File: src/hw/rtl/crs_pkg.sv
// Shared types and constants for the child restart supervisor.
package crs_pkg;

    localparam logic [2:0] PH_NOT_STARTED = 3'd0;
    localparam logic [2:0] PH_STARTING    = 3'd1;
    localparam logic [2:0] PH_RUNNING     = 3'd2;
    localparam logic [2:0] PH_BACKOFF     = 3'd3;
    localparam logic [2:0] PH_EXITED      = 3'd4;
    localparam logic [2:0] PH_FATAL       = 3'd5;
    localparam logic [2:0] PH_STOPPING    = 3'd6;
    localparam logic [2:0] PH_STOPPED     = 3'd7;

    localparam logic [2:0] OP_TICK    = 3'd0;
    localparam logic [2:0] OP_EXIT    = 3'd1;
    localparam logic [2:0] OP_KILL    = 3'd2;
    localparam logic [2:0] OP_STOP    = 3'd3;
    localparam logic [2:0] OP_RESTART = 3'd4;

    localparam logic [1:0] MODE_ALWAYS     = 2'd1;
    localparam logic [1:0] MODE_UNEXPECTED = 2'd2;

    localparam logic [2:0] REG_START_POLICY  = 3'd0;
    localparam logic [2:0] REG_START_RETRIES = 3'd1;
    localparam logic [2:0] REG_START_WAIT    = 3'd2;
    localparam logic [2:0] REG_STOP_WAIT     = 3'd3;
    localparam logic [2:0] REG_CODES_A       = 3'd4;
    localparam logic [2:0] REG_CODES_B       = 3'd5;
    localparam logic [2:0] REG_CODES_C       = 3'd6;
    localparam logic [2:0] REG_CODES_D       = 3'd7;

    typedef struct packed {
        logic [2:0] phase;
        logic       alive;
        logic [7:0] retry_count;
        logic [7:0] timer;
        logic       armed;
        logic       pending;
    } crs_state_t;

    typedef struct packed {
        logic [2:0]       start_policy;
        logic [7:0]       start_retries;
        logic [7:0]       start_wait;
        logic [7:0]       stop_wait;
        logic [3:0][63:0] codes;
    } crs_cfg_t;

    typedef struct packed {
        logic [2:0] phase;
        logic       launch;
        logic       kill;
        logic [7:0] retries_used;
    } crs_result_t;

endpackage

File: src/hw/rtl/crs_step.sv
// Next-state and result logic for one supervisor item.
module crs_step
    import crs_pkg::*;
#(
    parameter int BACKOFF_DELAY = 5
) (
    input  crs_state_t  state_cur,
    input  crs_cfg_t    cfg,
    input  logic [2:0]  op,
    input  logic [7:0]  exit_code,
    output crs_state_t  state_new,
    output crs_result_t result
);

    localparam logic [7:0] BackoffDelay = 8'(BACKOFF_DELAY);

    crs_state_t ns;
    logic       launch_now;
    logic       kill_now;
    logic [1:0] mode;
    logic [7:0] bumped;
    logic       accepted;

    always_comb
    begin
        mode       = cfg.start_policy[2:1];
        bumped     = (state_cur.timer == 8'hFF) ? 8'hFF : state_cur.timer + 8'd1;
        accepted   = cfg.codes[exit_code[7:6]][exit_code[5:0]];
        ns         = state_cur;
        launch_now = 1'b0;
        kill_now   = 1'b0;
        unique case (op)
            OP_TICK:
            begin
                if ((state_cur.phase == PH_NOT_STARTED && cfg.start_policy[0]) ||
                    (state_cur.phase == PH_EXITED && mode == MODE_ALWAYS))
                begin
                    if (!state_cur.alive)
                    begin
                        ns.alive   = 1'b1;
                        ns.phase   = PH_STARTING;
                        ns.timer   = 8'd0;
                        launch_now = 1'b1;
                    end
                end
                else if (state_cur.phase == PH_STARTING)
                begin
                    ns.timer = bumped;
                    if (cfg.start_wait == 8'd0 || bumped >= cfg.start_wait)
                    begin
                        ns.phase       = PH_RUNNING;
                        ns.retry_count = 8'd0;
                    end
                end
                else if (state_cur.phase == PH_BACKOFF)
                begin
                    if (state_cur.retry_count < cfg.start_retries)
                    begin
                        if (!state_cur.armed)
                        begin
                            ns.armed = 1'b1;
                            ns.timer = 8'd0;
                        end
                        else
                        begin
                            ns.timer = bumped;
                            if (bumped >= BackoffDelay)
                            begin
                                ns.armed = 1'b0;
                                if (!state_cur.alive)
                                begin
                                    ns.alive   = 1'b1;
                                    ns.phase   = PH_STARTING;
                                    ns.timer   = 8'd0;
                                    launch_now = 1'b1;
                                end
                            end
                        end
                    end
                    else
                    begin
                        ns.phase = PH_FATAL;
                        ns.armed = 1'b0;
                    end
                end
                else if (state_cur.phase == PH_STOPPING)
                begin
                    ns.timer = bumped;
                    if (bumped >= cfg.stop_wait)
                    begin
                        ns.phase = PH_STOPPED;
                        kill_now = state_cur.alive;
                    end
                end
                else if (state_cur.phase == PH_STOPPED && state_cur.pending &&
                         !state_cur.alive)
                begin
                    ns.pending = 1'b0;
                    ns.alive   = 1'b1;
                    ns.phase   = PH_STARTING;
                    ns.timer   = 8'd0;
                    launch_now = 1'b1;
                end
            end
            OP_EXIT:
            begin
                if (state_cur.alive)
                begin
                    ns.alive = 1'b0;
                    if (state_cur.phase == PH_STARTING)
                    begin
                        ns.phase = PH_BACKOFF;
                        ns.armed = 1'b0;
                        if (state_cur.retry_count != 8'hFF)
                        begin
                            ns.retry_count = state_cur.retry_count + 8'd1;
                        end
                    end
                    else if (state_cur.phase == PH_RUNNING)
                    begin
                        if (mode == MODE_ALWAYS ||
                            (mode == MODE_UNEXPECTED && !accepted))
                        begin
                            ns.alive   = 1'b1;
                            ns.phase   = PH_STARTING;
                            ns.timer   = 8'd0;
                            launch_now = 1'b1;
                        end
                        else
                        begin
                            ns.phase = PH_EXITED;
                        end
                    end
                    else if (state_cur.phase == PH_STOPPING)
                    begin
                        ns.phase = PH_STOPPED;
                    end
                end
            end
            OP_KILL:
            begin
                if (state_cur.alive)
                begin
                    ns.alive = 1'b0;
                    ns.phase = (state_cur.phase == PH_STOPPING) ? PH_STOPPED : PH_EXITED;
                end
            end
            OP_STOP, OP_RESTART:
            begin
                if (op == OP_RESTART)
                begin
                    ns.pending = 1'b1;
                end
                if (state_cur.phase != PH_STOPPING && state_cur.phase != PH_STOPPED)
                begin
                    ns.armed = 1'b0;
                    ns.timer = 8'd0;
                    ns.phase = state_cur.alive ? PH_STOPPING : PH_STOPPED;
                end
            end
            default:
            begin
                ns = state_cur;
            end
        endcase
    end

    assign state_new           = ns;
    assign result.phase        = ns.phase;
    assign result.launch       = launch_now;
    assign result.kill         = kill_now;
    assign result.retries_used = ns.retry_count;

endmodule

File: src/hw/rtl/child_restart_supervisor.sv
// Top level of the child restart supervisor with its register port and result register.
// Latency: the result of an item is valid in the cycle after the item is accepted.
// Throughput: one item per cycle; the single result register is refilled in the
// cycle it is taken, so the input stalls only while a result waits unaccepted.
// Reset: rst_n clears the supervisor state and the output valid flag and loads
// the register defaults; no item is refused after reset.
module child_restart_supervisor
    import crs_pkg::*;
#(
    parameter int BACKOFF_DELAY = 5
) (
    input  logic        clk,
    input  logic        rst_n,
    input  logic        psel,
    input  logic        penable,
    input  logic        pwrite,
    input  logic [5:0]  paddr,
    input  logic [63:0] pwdata,
    output logic [63:0] prdata,
    output logic        pready,
    input  logic        in_valid,
    output logic        in_ready,
    input  logic [2:0]  op,
    input  logic [7:0]  exit_code,
    output logic        out_valid,
    input  logic        out_ready,
    output logic [2:0]  phase,
    output logic        launch,
    output logic        kill,
    output logic [7:0]  retries_used
);

    crs_cfg_t    cfg_reg;
    crs_state_t  state_reg;
    crs_state_t  state_next;
    crs_result_t result_next;
    crs_result_t result_reg;
    logic        out_valid_reg;
    logic        accept;
    logic        cfg_write;
    logic [2:0]  reg_index;

    assign pready    = 1'b1;
    assign in_ready  = !out_valid_reg || out_ready;
    assign accept    = in_valid && in_ready;
    assign cfg_write = psel && penable && pwrite;
    assign reg_index = paddr[5:3];

    crs_step #(
        .BACKOFF_DELAY(BACKOFF_DELAY)
    ) u_step (
        .state_cur(state_reg),
        .cfg(cfg_reg),
        .op(op),
        .exit_code(exit_code),
        .state_new(state_next),
        .result(result_next)
    );

    always_ff @(posedge clk or negedge rst_n)
    begin
        if (!rst_n)
        begin
            cfg_reg.start_policy  <= 3'd0;
            cfg_reg.start_retries <= 8'd3;
            cfg_reg.start_wait    <= 8'd1;
            cfg_reg.stop_wait     <= 8'd10;
            cfg_reg.codes         <= {64'd0, 64'd0, 64'd0, 64'd1};
        end
        else if (cfg_write)
        begin
            unique case (reg_index)
                REG_START_POLICY:  cfg_reg.start_policy  <= pwdata[2:0];
                REG_START_RETRIES: cfg_reg.start_retries <= pwdata[7:0];
                REG_START_WAIT:    cfg_reg.start_wait    <= pwdata[7:0];
                REG_STOP_WAIT:     cfg_reg.stop_wait     <= pwdata[7:0];
                REG_CODES_A:       cfg_reg.codes[0]      <= pwdata;
                REG_CODES_B:       cfg_reg.codes[1]      <= pwdata;
                REG_CODES_C:       cfg_reg.codes[2]      <= pwdata;
                REG_CODES_D:       cfg_reg.codes[3]      <= pwdata;
                default:           cfg_reg               <= cfg_reg;
            endcase
        end
    end

    always_comb
    begin
        unique case (reg_index)
            REG_START_POLICY:  prdata = {61'd0, cfg_reg.start_policy};
            REG_START_RETRIES: prdata = {56'd0, cfg_reg.start_retries};
            REG_START_WAIT:    prdata = {56'd0, cfg_reg.start_wait};
            REG_STOP_WAIT:     prdata = {56'd0, cfg_reg.stop_wait};
            REG_CODES_A:       prdata = cfg_reg.codes[0];
            REG_CODES_B:       prdata = cfg_reg.codes[1];
            REG_CODES_C:       prdata = cfg_reg.codes[2];
            REG_CODES_D:       prdata = cfg_reg.codes[3];
            default:           prdata = 64'd0;
        endcase
    end

    always_ff @(posedge clk or negedge rst_n)
    begin
        if (!rst_n)
        begin
            state_reg     <= '0;
            out_valid_reg <= 1'b0;
        end
        else
        begin
            if (accept)
            begin
                state_reg     <= state_next;
                out_valid_reg <= 1'b1;
            end
            else if (out_ready)
            begin
                out_valid_reg <= 1'b0;
            end
        end
    end

    always_ff @(posedge clk)
    begin
        if (accept)
        begin
            result_reg <= result_next;
        end
    end

    assign out_valid    = out_valid_reg;
    assign phase        = result_reg.phase;
    assign launch       = result_reg.launch;
    assign kill         = result_reg.kill;
    assign retries_used = result_reg.retries_used;

endmodule

File: config.mk
export PLATFORM = sky130hd
export DESIGN_NAME = child_restart_supervisor
export DESIGN_NICKNAME = d
export VERILOG_FILES = /design/src/hw/rtl/crs_pkg.sv /design/src/hw/rtl/crs_step.sv /design/src/hw/rtl/child_restart_supervisor.sv
export SDC_FILE = /design/constraint.sdc
export NUM_CORES = 1
export LEC_CHECK = 0
export BUFFER_PORTS_ARGS = -buffer_cell sky130_fd_sc_hd__buf_2
export CORE_ASPECT_RATIO = 0.6
export CORE_UTILIZATION = 45
export DETAILED_ROUTE_END_ITERATION = 16
export PLACE_DENSITY = 0.7
export SYNTH_ARGS = -nofsm -noshare
export SYNTH_HDL_FRONTEND = slang
export SYNTH_HIERARCHICAL = 1
export SYNTH_SLANG_ARGS = --single-unit
File: constraint.sdc
create_clock -name clk -period 5.89 [get_ports clk]
set_input_delay 0.589 -clock clk [delete_from_list [all_inputs] [get_ports clk]]
set_output_delay 0.589 -clock clk [all_outputs]
set_load 0.05 [all_outputs]
==> flow_metrics.env <==
export IMPL_boundaryPins=168
export IMPL_die_area_um2=42800
export IMPL_nNetsFinal=1669
export IMPL_largest_reg_flops=283
export IMPL_via_per_inst=6.13
export IMPL_status="finished, violations left"
export IMPL_cap_violations=0
export IMPL_slew_violations=0
export IMPL_total_power_mw=7.28
export IMPL_final_cells=2144
export IMPL_routabilityCongestion=0.932
export IMPL_clk_path_buf_depth=3
export IMPL_gr_usage_met1_pct=36.7
export IMPL_period_minus_slack_ns=4.13
export IMPL_core_area_um2=40900
export IMPL_drt_iter0_markers=1395
export IMPL_wl_per_cell_um=23.9
export IMPL_place_hpwl_um=34800
export IMPL_peakVddDrop_v=0.000251
export IMPL_cp_arrival_ns=4.60
export IMPL_drt_wl_total_um=51300
export IMPL_cts_hold_buf=0
export IMPL_post_cts_setup_buffer_count=0
export IMPL_synth_seq_cells=319
export IMPL_fin_skew_ns=0.0161
export IMPL_cts_tree="built"
export IMPL_num_rows=57
export IMPL_dpl_instance_area_um2=19700
export IMPL_violations="negative hold slack"
export IMPL_timing_hold_ws_ns=-0.00825
export IMPL_cts_sinks=319
export IMPL_via_count=13100
export IMPL_use_met2_pct=35.3
export IMPL_numPlacedInstances=2083
export IMPL_path_clk_slew_ns=0.07
export IMPL_required_ns=6.36
export IMPL_fmax_ghz=0.242
export IMPL_synth_avg_cell_area_um2=13.0
export IMPL_busiest_layer="met1"
export IMPL_setup_worst_path_class="register to register"
export IMPL_hold_viol=2
export IMPL_drive_gt1_share_pct=40.0
export IMPL_syn_num_nets=1567
export IMPL_synth_edff_count=13
export IMPL_fin_crit_sh_pct=70.2
export IMPL_globalRouteMet3Util_pct=5.92
export IMPL_rsz0062_at_grt="false"
export IMPL_synthFlopType="dfrtp_1"
export IMPL_grt_ovfl_total=0
export IMPL_grt_pass1_vias=13200
export IMPL_syn_to_final_growth_pct=9.57
export IMPL_die_w_um=266
export IMPL_async_flop_share_pct=95.9
export IMPL_drcViolationCount=0
export IMPL_start_util_pct=46.1
export IMPL_finalInstanceArea_um2=20700
export IMPL_slew_headroom_pct=32.2
export IMPL_seq_area_frac_synth_pct=42.7
export IMPL_grt_start_max_net_pins=144
export IMPL_start_kind="register"
export IMPL_track_usage_pct=24.3
export IMPL_hold_path_class="primary input to asynchronous set/reset pin"
export IMPL_ctsResizeCount=0
export IMPL_netlist_area_um2=18900
export IMPL_n_fill_cell=3481
export IMPL_numCtsBuffers=31
export IMPL_crit_fanout=10
export IMPL_critPathCaptureType="register"
export IMPL_route_antenna_remaining_nets=0
export IMPL_setup_violations=0
export IMPL_worstMarginPinSlew_ns=1.02
export IMPL_cts_root_buf="clkbuf_16"
export IMPL_fin_tns_setup_ns=0
export IMPL_grt_pass1_wl_um=80700
export IMPL_power_leakage_nw=9.31
export IMPL_cts_htree_levels=1
export IMPL_antenna_found_initial=7
export IMPL_synthCells=1454
export IMPL_clkLatencyLatePin_ns=0.59
export IMPL_numPortBuffers=163
export IMPL_layout_core_utilization_pct=50.6
export IMPL_firstDrtPassIters=6
export IMPL_die_y_um=161
export IMPL_cellPowerDensity_nw_per_um2=352
export IMPL_ys_warn_count=6
export IMPL_synth_cell_type_count=84
[layout make-up]
| cell class | instances | area (µm²) | area share, % |
|---|---|---|---|
| Clock inverter | 11 | 101 | 0.490 |
| Sequential cell | 319 | 8060 | 39.0 |
| Antenna cell | 5 | 12.5 | 0.0606 |
| Inverter | 39 | 146 | 0.708 |
| Tap cell | 560 | 701 | 3.39 |
| Multi-Input combinational cell | 986 | 9780 | 47.3 |
| Clock buffer | 45 | 900 | 4.35 |
| Timing Repair Buffer | 179 | 970 | 4.69 |
[critical path, cell delays in order, from the launching register on]
cell and delay, ns:
dfrtp_1 0.53, ha_1 0.33, nand4_1 0.18, or2_2 0.37, nand2_1 0.15, inv_1 0.08
ha_1 0.27, nand2b_1 0.09, a21o_1 0.12, a21o_1 0.12, a211o_1 0.12, a21oi_1 0.06
o21ai_0 0.52, nand3_1 0.43, nand3_1 0.20, o21ai_0 0.14, mux2_2 0.28
[where the power goes]
group	internal (mW)	switching (mW)
combinational	1.01	1.20
clock	1.11	0.891
sequential	2.64	0.432
total	4.76	2.52
[Yosys cell counts (all sizes together) (10+ instances only)]
cell type | count | area [µm²]
inv | 39 | 146
o21ai | 34 | 170
clkbuf | 37 | 230
mux2i | 57 | 571
nor2 | 51 | 269
nor2b | 10 | 62.6
nor3 | 11 | 66.3
ha | 25 | 313
a22oi | 14 | 105
buf | 73 | 649
dfrtp | 300 | 7510
nand2b | 13 | 83.8
mux4 | 104 | 2380
edfxtp | 13 | 390
and2 | 59 | 369
and3 | 12 | 75.1
nand2 | 51 | 194
a21oi | 53 | 277
nand4 | 11 | 83.8
nand3 | 47 | 235
a21o | 11 | 83.8
mux2 | 319 | 3590
[cells by family after synthesis]
kind of cell,share of synthesized area [%]
adders and majority gates,1.66
buffers and inverters,5.44
other,0.0199
xor gates and xnor gates,0.186
muxes,34.7
DFF,42.7
and+or+nand+nor,8.95
AOI/OAI and AO/OA,6.32
[final timing paths]
kind                         startpoint       endpoint  slack (ns)  cells past startpoint
max                        state_reg[2]  state_reg[15]        1.76                     16
min                               rst_n    cfg_reg[27]      -0.008                      1
max reg2reg                state_reg[2]  state_reg[15]        1.76                     16
min reg2reg                 cfg_reg[73]    cfg_reg[73]        0.50                      1
max in group asynchronous         rst_n    cfg_reg[38]        4.45                      2
min in group clk               in_valid      out_valid        0.20                      2
[cell usage in the layout, fill, tap and decap left out, types with 6 or more instances in the layout]
master / Yosys / routed
nand2_1: 50 / 50
inv_1: 39 / 39
and3_1: 12 / 12
dfstp_2: 6 / 6
nand3b_1: 6 / 6
clkbuf_1: 27 / 8
a22oi_1: 14 / 14
a21o_1: 10 / 10
mux4_2: 93 / 93
nor2_1: 42 / 42
a211o_1: 8 / 8
o22ai_1: 8 / 8
buf_4: 25 / 17
mux4_1: 11 / 11
clkbuf_16: 0 / 32
ha_1: 25 / 25
mux2_2: 280 / 280
nand3_1: 47 / 47
mux2i_1: 57 / 57
dfrtp_1: 300 / 300
nor3_1: 10 / 10
a21oi_1: 52 / 52
buf_2: 16 / 159
o21ai_0: 34 / 34
a31oi_1: 9 / 9
and2_1: 59 / 59
mux2_1: 39 / 39
edfxtp_1: 13 / 13
nand2b_1: 12 / 12
nor2b_1: 10 / 10
clkinv_2: 0 / 7
nand4_1: 10 / 10
nor4_1: 6 / 6
[metal layers]
| layer | vias up | routed length [µm] |
|---|---|---|
| li1 | 5692 | - |
| met1 | 6784 | 23000 |
| met2 | 586 | 22400 |
| met3 | 81 | 4710 |
| met4 | 4 | 1050 |
| met5 | - | 29 |
[through the flow]
stage / hold slack [ns] / setup WS [ns]
final: -0.00825 / 1.76
after global placement: 0.482 / 1.38
after detailed placement: 0.498 / 1.38
after global routing: 0.0534 / 1.45
after floorplan: 0.293 / 2.57
after CTS: 0.0380 / 1.89
(Power assumes the default switching activity.)
